$ cat config.mk
export PLATFORM = sky130hd
export DESIGN_NAME = eight_bit_alu_with_flags
export DESIGN_NICKNAME = d
export VERILOG_FILES = /design/src/rtl/alu8f_pkg.sv /design/src/rtl/eight_bit_alu_with_flags.sv
export SDC_FILE = /design/constraint.sdc
export NUM_CORES = 1
export LEC_CHECK = 0
export BUFFER_PORTS_ARGS = -buffer_cell sky130_fd_sc_hd__buf_2
export CAP_MARGIN = 0
export CELL_PAD_IN_SITES_DETAIL_PLACEMENT = 1
export CELL_PAD_IN_SITES_GLOBAL_PLACEMENT = 2
export CORE_MARGIN = 2
export CORE_UTILIZATION = 40
export DETAILED_ROUTE_END_ITERATION = 8
export PLACE_DENSITY = 0.95
export SETUP_SLACK_MARGIN = 0.5
export SLEW_MARGIN = 20
export SYNTH_ARGS = -nofsm -noshare
export SYNTH_HDL_FRONTEND = slang
export SYNTH_SLANG_ARGS = --single-unit
$ cat constraint.sdc
create_clock -name clock -period 7.4 [get_ports clock]
set_clock_uncertainty 0.05 [all_clocks]
set_input_delay 1.85 -clock clock [delete_from_list [all_inputs] [get_ports clock]]
set_output_delay 1.85 -clock clock [all_outputs]
set_load 0.02 [all_outputs]
$ cat src/rtl/alu8f_pkg.sv
package alu8f_pkg;

   localparam int unsigned OpWidth   = 4;
   localparam int unsigned DataWidth = 16;
   localparam int unsigned ByteWidth = 8;
   localparam int unsigned IdxWidth  = 3;
   localparam int unsigned FlagWidth = 4;

   typedef logic [OpWidth-1:0]   op_type;
   typedef logic [DataWidth-1:0] word_type;
   typedef logic [ByteWidth-1:0] byte_type;
   typedef logic [IdxWidth-1:0]  idx_type;
   typedef logic [FlagWidth-1:0] flags_type;

   localparam op_type OP_ADD   = 4'd0;
   localparam op_type OP_ADC   = 4'd1;
   localparam op_type OP_SUB   = 4'd2;
   localparam op_type OP_SBC   = 4'd3;
   localparam op_type OP_AND   = 4'd4;
   localparam op_type OP_XOR   = 4'd5;
   localparam op_type OP_OR    = 4'd6;
   localparam op_type OP_CP    = 4'd7;
   localparam op_type OP_INC   = 4'd8;
   localparam op_type OP_DEC   = 4'd9;
   localparam op_type OP_ADD16 = 4'd10;
   localparam op_type OP_BIT   = 4'd11;
   localparam op_type OP_RES   = 4'd12;
   localparam op_type OP_SET   = 4'd13;

   // Positions in the flag register.
   localparam int unsigned FLAG_Z = 3;
   localparam int unsigned FLAG_N = 2;
   localparam int unsigned FLAG_H = 1;
   localparam int unsigned FLAG_C = 0;

   // One operand beat held in the input register.
   typedef struct packed {
      op_type   op;
      word_type first_operand;
      word_type second_operand;
      idx_type  bit_index;
   } req_type;

endpackage

$ cat src/rtl/eight_bit_alu_with_flags.sv
// Channel   Direction  Handshake              Payload
// req_      in         req_valid / req_stall  op, first_operand, second_operand, bit_index
// rsp_      out        rsp_valid / rsp_stall  result, zero_out, subtract_out,
//                                             half_carry_out, carry_out
// One beat is taken per cycle while req_stall is low; a request beat passes through
// the input register and then the result register before its result is on the outputs.
// The input register feeds the ALU, whose output and flags are captured in the
// result register; the flag register is written as a beat moves into it.
// Synchronous reset clears the valid bits and the flags.
// With rsp_stall high on a held result, one more beat is taken into the input register;
// then req_stall rises until the result is taken.
module eight_bit_alu_with_flags (
   input  logic                 clock,
   input  logic                 reset,
   input  logic                 req_valid,
   output logic                 req_stall,
   input  alu8f_pkg::op_type    req_op,
   input  alu8f_pkg::word_type  req_first_operand,
   input  alu8f_pkg::word_type  req_second_operand,
   input  alu8f_pkg::idx_type   req_bit_index,
   output logic                 rsp_valid,
   input  logic                 rsp_stall,
   output alu8f_pkg::word_type  rsp_result,
   output logic                 rsp_zero_out,
   output logic                 rsp_subtract_out,
   output logic                 rsp_half_carry_out,
   output logic                 rsp_carry_out
);

   logic                 in_valid_ff;
   alu8f_pkg::req_type   in_data_ff;
   logic                 out_valid_ff;
   alu8f_pkg::word_type  out_result_ff;
   alu8f_pkg::flags_type flags_ff;
   alu8f_pkg::flags_type flags_in;
   alu8f_pkg::word_type  result_in;

   logic out_open;
   logic in_move;
   logic req_take;

   alu8f_pkg::byte_type a;
   alu8f_pkg::byte_type b;
   logic                cin;
   logic [8:0]          sum9;
   logic [4:0]          sum_nib;
   logic [8:0]          diff9;
   logic [4:0]          diff_nib;
   alu8f_pkg::byte_type inc8;
   alu8f_pkg::byte_type dec8;
   logic [16:0]         sum17;
   logic [12:0]         sum13;
   alu8f_pkg::byte_type bit_mask;
   alu8f_pkg::byte_type byte_r;

   assign out_open  = !out_valid_ff || !rsp_stall;
   assign in_move   = in_valid_ff && out_open;
   assign req_stall = in_valid_ff && !out_open;
   assign req_take  = req_valid && !req_stall;

   assign a = in_data_ff.first_operand[7:0];
   assign b = in_data_ff.second_operand[7:0];

   always_comb begin
      cin = 1'b0;
      if (in_data_ff.op == alu8f_pkg::OP_ADC || in_data_ff.op == alu8f_pkg::OP_SBC) begin
         cin = flags_ff[alu8f_pkg::FLAG_C];
      end
   end

   assign sum9     = {1'b0, a} + {1'b0, b} + {8'd0, cin};
   assign sum_nib  = {1'b0, a[3:0]} + {1'b0, b[3:0]} + {4'd0, cin};
   // Bit 8 and bit 4 of the differences are the borrows.
   assign diff9    = {1'b0, a} - {1'b0, b} - {8'd0, cin};
   assign diff_nib = {1'b0, a[3:0]} - {1'b0, b[3:0]} - {4'd0, cin};
   assign inc8     = b + 8'd1;
   assign dec8     = b - 8'd1;
   assign sum17    = {1'b0, in_data_ff.first_operand} + {1'b0, in_data_ff.second_operand};
   assign sum13    = {1'b0, in_data_ff.first_operand[11:0]}
                   + {1'b0, in_data_ff.second_operand[11:0]};
   assign bit_mask = 8'd1 << in_data_ff.bit_index;

   always_comb begin
      flags_in  = flags_ff;
      byte_r    = 8'd0;
      result_in = '0;
      case (in_data_ff.op)
         alu8f_pkg::OP_ADD, alu8f_pkg::OP_ADC: begin
            byte_r   = sum9[7:0];
            flags_in = {byte_r == 8'd0, 1'b0, sum_nib[4], sum9[8]};
         end
         alu8f_pkg::OP_SUB, alu8f_pkg::OP_SBC, alu8f_pkg::OP_CP: begin
            byte_r   = diff9[7:0];
            flags_in = {byte_r == 8'd0, 1'b1, diff_nib[4], diff9[8]};
            if (in_data_ff.op == alu8f_pkg::OP_CP) begin
               byte_r = a;
            end
         end
         alu8f_pkg::OP_AND: begin
            byte_r   = a & b;
            flags_in = {byte_r == 8'd0, 1'b0, 1'b1, 1'b0};
         end
         alu8f_pkg::OP_XOR: begin
            byte_r   = a ^ b;
            flags_in = {byte_r == 8'd0, 3'b000};
         end
         alu8f_pkg::OP_OR: begin
            byte_r   = a | b;
            flags_in = {byte_r == 8'd0, 3'b000};
         end
         alu8f_pkg::OP_INC: begin
            byte_r   = inc8;
            flags_in = {inc8 == 8'd0, 1'b0, b[3:0] == 4'hF, flags_ff[alu8f_pkg::FLAG_C]};
         end
         alu8f_pkg::OP_DEC: begin
            byte_r   = dec8;
            flags_in = {dec8 == 8'd0, 1'b1, b[3:0] == 4'h0, flags_ff[alu8f_pkg::FLAG_C]};
         end
         alu8f_pkg::OP_BIT: begin
            byte_r   = b;
            flags_in = {(b & bit_mask) == 8'd0, 1'b0, 1'b1, flags_ff[alu8f_pkg::FLAG_C]};
         end
         alu8f_pkg::OP_RES: begin
            byte_r = b & ~bit_mask;
         end
         alu8f_pkg::OP_SET: begin
            byte_r = b | bit_mask;
         end
         default: begin
            byte_r = 8'd0;
         end
      endcase
      result_in = {8'd0, byte_r};
      // The 16-bit add is the only operation with a full-width result.
      if (in_data_ff.op == alu8f_pkg::OP_ADD16) begin
         result_in = sum17[15:0];
         flags_in  = {flags_ff[alu8f_pkg::FLAG_Z], 1'b0, sum13[12], sum17[16]};
      end
   end

   always_ff @(posedge clock) begin
      if (reset) begin
         in_valid_ff  <= 1'b0;
         out_valid_ff <= 1'b0;
         flags_ff     <= '0;
      end else begin
         if (req_take) begin
            in_valid_ff <= 1'b1;
         end else if (in_move) begin
            in_valid_ff <= 1'b0;
         end
         if (out_open) begin
            out_valid_ff <= in_valid_ff;
         end
         if (in_move) begin
            flags_ff <= flags_in;
         end
      end
   end

   always_ff @(posedge clock) begin
      if (req_take) begin
         in_data_ff <= '{op:             req_op,
                         first_operand:  req_first_operand,
                         second_operand: req_second_operand,
                         bit_index:      req_bit_index};
      end
      if (in_move) begin
         out_result_ff <= result_in;
      end
   end

   assign rsp_valid          = out_valid_ff;
   assign rsp_result         = out_result_ff;
   assign rsp_zero_out       = flags_ff[alu8f_pkg::FLAG_Z];
   assign rsp_subtract_out   = flags_ff[alu8f_pkg::FLAG_N];
   assign rsp_half_carry_out = flags_ff[alu8f_pkg::FLAG_H];
   assign rsp_carry_out      = flags_ff[alu8f_pkg::FLAG_C];

endmodule

==> results of run 1 <==
-- metal layers --
layer	share of wire	vias to the layer above	track usage
met4	0.021	0	0.0828
li1	-	2221	-
met2	0.49	161	0.430
met5	0	-	0
met3	0.051	27	0.0446
met1	0.44	2384	0.326
-- layout make-up --
type / instances / area [um2] / share of cell area
Timing Repair Buffer: 69 / 378 / 0.0641
Clock inverter: 6 / 45.0 / 0.00764
Multi-Input combinational cell: 433 / 3100 / 0.526
Sequential cell: 61 / 1770 / 0.301
Tap cell: 172 / 215 / 0.0365
Clock buffer: 10 / 250 / 0.0425
Inverter: 35 / 131 / 0.0223
-- worst paths after layout --
path	startpoint	endpoint	slack, ns	cells past startpoint
min	flags_ff[1]	flags_ff[1]	0.44	2
max	rsp_stall	req_stall	3.11	3
min reg2reg	flags_ff[1]	flags_ff[1]	0.44	2
max reg2reg	in_data_ff[37]	flags_ff[1]	3.35	14
-- worst reg2reg max path, stage by stage (launching register included) --
cell	delay (ns)
edfxtp_1	0.92
nor2_1	0.09
nand3_1	0.15
inv_1	0.07
fa_1	0.56
inv_1	0.08
ha_1	0.18
or2_2	0.28
fa_1	0.44
o21a_1	0.25
or3_1	0.32
a21oi_1	0.14
nor4_1	0.07
a211o_1	0.27
a21oi_1	0.11
-- power by group --
group          total (W)  leakage (nW)  switching [W]  internal, W
clock network   0.000415         0.148       0.000166     0.000248
logic           0.000289          1.63       0.000176     0.000113
registers       0.000429         0.577      0.0000276     0.000401
total            0.00113          2.35       0.000370     0.000762
-- state kept, by name, indices dropped and copies added (netlist names) --
register and cells:
rsp_valid 1, b 8, in_valid_ff 1, flags_ff 4, in_data_ff 23, rsp_result 16
a 8
-- layout by cell type (no fill, tap or decap), drive strengths merged, types with 10 or more instances in the layout --
cell type and n:
a21o 12, a21oi 33, buf 69, clkbuf 10, edfxtp 55, ha 43, inv 36, nand2 38
nand3 20, nand4 10, nor2 46, nor3 16, o21ai 27, o22ai 11, xnor2 15
-- per-stage QoR --
| step | instance area [um2] | setup slack [ns] |
|---|---|---|
| finish | 5890 | 3.11 |
| global route | 5890 | 3.06 |
| CTS | 5870 | 3.10 |
| detailed placement | 5570 | 3.10 |
| global placement | 5570 | 3.14 |
| floorplan | 5160 | 3.02 |
-- kinds of logic (layout without fill, tap and decap cells) --
kind of cell / Yosys count / after routing / share of synthesized area
AOI/OAI and AO/OA: 164 / 164 / 0.221
xor gates and xnor gates: 24 / 24 / 0.0407
adders and majority gates: 48 / 48 / 0.124
buffers and inverters: 72 / 120 / 0.0570
DFF: 61 / 61 / 0.343
muxes: 9 / 9 / 0.0250
and+or+nand+nor: 188 / 188 / 0.190
==> results.md, run 1 <==
- Mean Syn Cell Area: 9.12 um2
- Count of cell types in the netlist: 75
- CTS-repair resized insts: 0
- Remaining Overflow, GRT: 0
- Gr usage total: 0.253
- Sum of buffers and inverters on the critical path: 2
- Vias in the first global route: between 5,000 and 6,000
- Pre-antenna DRT Iters: 5
- Core area: between 10,000 and 15,000 um2
- Ranking of synthesized cells by area: edfxtp_1, ha_1, nor2_1
- Skew-Pair Late Insertion Delay: between 0.3 and 0.4 ns
- Layout cells sized above 1: 0.158
- Power Density: about 190 nW/um2
- Placed insts: about 770
- Crit Path Max Fanout: 3
- Fmax achieved: approximately 230 MHz
- HP Class: reg -> reg
- Syn Std Cell Area: 5160 um2
- Antenna Cells: 0
- Status: finished clean
- WL per Instance: 21.6 um
- IO Count: 65
- Final setup TNS: 0 ns
- Largest net degree at the start of global routing: 40
- Die height: 118 um
- Util after Layout: 0.467
- Most frequent cell on the critical path: buf_2
- WL final: around 17 mm
- Final worst path period need: between 4 and 5 ns
- Post-synth EDFFs: 55
- Crit end category: output pin
- CP max-delay cell: and3_1
- Final antenna-violating net count: 0
- DR iter-0 viols: a little over 400
- DRC violations left: 0
- Placement Rows: between 40 and 50
- Root Driver: clkbuf_16
- Initial antenna violation count: 0
- Die area: 13,800 um2
- Fillers: about 1,500
- Family with the most delay on the worst path: buffers and inverters
- RSZ-0062 raised after global routing: false
- Slew at the pin closest to its max-slew limit: between 1 and 1.5 ns
- Crit-path max cell delay: ~0.25 ns
- Wire length of the first global-routing pass: around 27 mm
- Required time of the critical path: about 5.5 ns
- Crit path kind: in -> out
- Most frequent cell after synthesis: edfxtp_1
- Ys async rst share: 0
- Layout area overhead: 14.2%
- Post-DP HPWL: between 10 and 15 mm
- Main synth FF type: edfxtp_1
- Yosys reg bits: between 60 and 70
- Starting density of the core: 0.409
- Max VDD drop: 0.000125 V
- Routability cong.: ~0.91
- Hold Vio Cnt, Final: 0
- Setup bufs post-CTS: 0
- Clock-pin transition on the worst setup and hold timing paths: 0.06 ns
- Final Cycle Share: 0.580
- H-tree Lvls: 3
- CTS buffer count: 9
- Hold buffers post-CTS: 0
- Finished Layout Cells: 786
- Setup violators final: 0
- Worst hold slack: roughly 0.44 ns
- Die X-Extent: ~120 um
- Post-synthesis cell count: between 500 and 600
- Vias: 4,793
- Overall Power: approximately 0.0011 W
- Startpoint types: primary input
- Vias per std cell: 6.10
- Syn Nets: 657
- Clock sink count: 61
- Crit-path cells: buf_2, and3_1, buf_2
- CTS tree: built
- Yosys warns: 0
- CP Data Arrival Time: approximately 2.4 ns
- Clock tree buffer depth: 2
- Sequential area share after synthesis: 0.343
- Slew headroom: 0.306
- I/O Buffers: 64
- Top cell type's share of synthesized area: 0.320
- Nets: 700
- Leak Pwr: ~2.4 nW
- Area leader, netlist: edfxtp_1
- Final Max Tran Viols: 0
- Commonest cells post-synth: edfxtp_1, nor2_1, ha_1
- Maxcap violations: 0
No activity file was read; power rests on OpenSTA's default activity.
==> run 2: changes to the inputs <==
Settings changed: ABC_AREA set to 1, CORE_UTILIZATION 40 to 34, PLACE_DENSITY 0.95 to 0.91.
Clock period 7.4 ns to 4 ns, I/O delays scaled along.
==> run 2 against run 1 <==
Effect of this change: final cell count grew 19%; first-iteration DRC count down 8.2%; setup slack lost 2.4 ns; critical path depth grew 15; area after synthesis is 2.7% lower; sequential share of layout area up 0.10 points; clock power rose by 81%; critical endpoint is now flags_ff[3]; largest cell class unchanged; largest power group unchanged.
==> results.md, run 2 <==
- Pre-antenna DRT Iters: 5
- Final Cycle Share: 0.826
- Skew-Pair Late Insertion Delay: 0.34 ns
- Top cell type's share of synthesized area: 0.329
- Clock sink count: just over 60
- Post-synthesis cell count: 670
- Syn Std Cell Area: 5020 um2
- Final Max Tran Viols: 0
- Reg power frac: 0.371
- Dpl cell area: 5550 um2
- Root Driver: clkbuf_16
- Antenna Cells: 0
- Most flops, register: in_data_ff
- Most frequent cell on the critical path: nor2_1
- Crit-path cells: nor2_4, nand3_1, inv_1, fa_1, ha_1, or2_2, fa_2, inv_1, nand2_1, nand2_1, nand3_1, nor2_1, nand2_1, nor2_1, nand4_1, nand3_1, nor2_1, nor2_1
- RSZ-0062 raised after global routing: false
- Die X-Extent: 126 um
- Power Density: about 350 nW/um2
- DR iter-0 viols: ~370
- WL final: between 15 and 20 mm
- Main synth FF type: edfxtp_1
- Hold Vio Cnt, Final: 0
- Clock tree buffer depth: 2
- Final instance area: 5870 um2
- Required time of the critical path: 4.24 ns
- Area of the multi-input gates: approximately 2800 um2
- CTS tree: built
- Slew at the pin closest to its max-slew limit: approximately 0.74 ns
- Count of cell types in the netlist: 39
- CP max-delay cell: edfxtp_1
- Fmax achieved: 303 MHz
- Slew headroom: 0.509
- Area leader, netlist: edfxtp_1
- Util after Layout: 0.406
- Most frequent cell after synthesis: nand2_1
- Sequential area share after synthesis: 0.353
- Placement Rows: 44
- Wire length of the first global-routing pass: between 20 and 30 mm
- Starting density of the core: 0.347
- Routability cong.: 0.917
- Setup violators final: 0
- Remaining Overflow, GRT: 0
- Maxcap violations: 0
- WL per Instance: 19.9 um
- Core area: ~14,000 um2
- Clock Power Share: 0.365
- Post-synth EDFFs: 55
- CTS buffer count: 9
- Status: finished clean
- Max VDD drop: around 0.00021 V
- Internal Dissipation: 0.00133 W
- Vias per std cell: 5.42
- Vias in the first global route: approximately 5,400
- HP Class: reg -> reg
- Nets: between 800 and 900
- Final antenna-violating net count: 0
- Ys async rst share: 0
- Vias: just over 5,000
- Largest register FFs: 23
- Crit-path max cell delay: between 0.4 and 0.5 ns
- Worst setup margin: between 0.6 and 0.7 ns
- Final setup TNS: 0 ns
- Most frequent cells in the layout: nand2_1, inv_1, nor2_1, buf_2
- Ranking of synthesized cells by area: edfxtp_1, nand2_1, ha_1
- Gate power share: 0.264
- Worst hold slack: approximately 0.42 ns
- DRC violations left: 0
- Leak Pwr: ~2.8 nW
- Dpl ws: 0.608 ns
- Post-DP HPWL: ~15 mm
- Die area: about 16,000 um2
- Mean Syn Cell Area: 7.49 um2
- H-tree Lvls: 3
- Syn Nets: around 760
- CP Data Arrival Time: between 3 and 4 ns
- Commonest non-fill, non-tap cell in the layout: nand2_1
- Largest net degree at the start of global routing: 40
- Crit Path Max Fanout: 4
- Sw frac: 0.354
- Fillers: 1,847
- Gr usage total: 0.243
- Net Switching: roughly 0.00073 W
- Layout cells sized above 1: 0.156
- Yosys warns: 0
- Die height: roughly 130 um
- Clock-pin transition on the worst setup and hold timing paths: roughly 0.07 ns
- IO Count: 65
- Yosys reg bits: approximately 60
- Initial antenna violation count: 0
- Crit path kind: reg -> reg
- Startpoint types: register
- Layout area overhead: 17.0%
- Commonest cells post-synth: nand2_1, inv_1, nor2_1
- Crit end category: register
- Final worst path period need: 3.30 ns
- I/O Buffers: 64
- FF/Latch Area: roughly 1800 um2
- Hold buffers post-CTS: 0
-- run 2: changes by cell type after synthesis, moves of 13 or more --
cell	change
xnor2_1	-13
inv_1	+52
nand3_1	+35
a21oi_1	+23
nor2_1	+26
nand2_1	+118
clkbuf_1	-22
-- run 2: repair_timing --
| action | 4_1_cts | 5_1_grt |
|---|---|---|
| hold endpoints to repair | 0 | 0 |
| resized for setup | 0 | 2 |
| endpoints found under the setup margin | 0 | 5 |
| buffers inserted | 0 | 5 |
-- run 2: worst max-delay path: cells and delay by family (launching register included) --
family	cells	cell delay, ns
DFF	1	0.47
adders and majority gates	3	1.07
buffers and inverters	2	0.20
and+or+nand+nor	13	1.43
-- run 2: per-stage QoR --
| step | total power (W) | instances |
|---|---|---|
| finish | 0.00207 | 934 |
| global route | 0.00217 | 934 |
| CTS | 0.00207 | 929 |
| detailed placement | 0.00131 | 913 |
| global placement | 0.00130 | 913 |
| floorplan | 0.00113 | 670 |
-- run 2: cell type report --
type                            count  area share
Clock buffer                        9      0.0383
Inverter                           92      0.0588
Sequential cell                    61       0.302
Multi-Input combinational cell    505       0.483
Clock inverter                      7     0.00873
Tap cell                          184      0.0392
Timing Repair Buffer               76      0.0699
-- run 2: final timing paths --
check        depth (start not counted)          end           start  slack, ns
min                                  2  flags_ff[2]     flags_ff[2]       0.42
max reg2reg                         18  flags_ff[3]  in_data_ff[38]       0.70
min reg2reg                          2  flags_ff[2]     flags_ff[2]       0.42
max                                 18  flags_ff[3]  in_data_ff[38]       0.70
-- run 2: logic make-up (layout without fill, tap and decap cells) --
logic type | after synthesis | in the layout | synth area share
fa+ha+maj | 48 | 48 | 0.127
xor+xnor | 10 | 10 | 0.0174
compound gates | 116 | 116 | 0.130
buf+inv | 104 | 184 | 0.0837
simple gates | 331 | 331 | 0.289
flops | 61 | 61 | 0.353
-- run 2: layer usage --
metal / routed length (um) / global-route usage / vias to the layer above
met5: 0 / 0 / -
met4: 510 / 0.0895 / 0
met3: 941 / 0.0377 / 34
met2: 8820 / 0.405 / 159
met1: 8270 / 0.320 / 2448
li1: - / - / 2420
-- run 2: power by group through the flow --
stage / registers [W] / logic (W) / clock network (W)
floorplan: 0.000787 / 0.000344 / 0
global placement: 0.000780 / 0.000517 / 0
CTS: 0.000769 / 0.000533 / 0.000766
finish: 0.000767 / 0.000546 / 0.000753
detailed placement: 0.000782 / 0.000529 / 0
global route: 0.000772 / 0.000608 / 0.000787
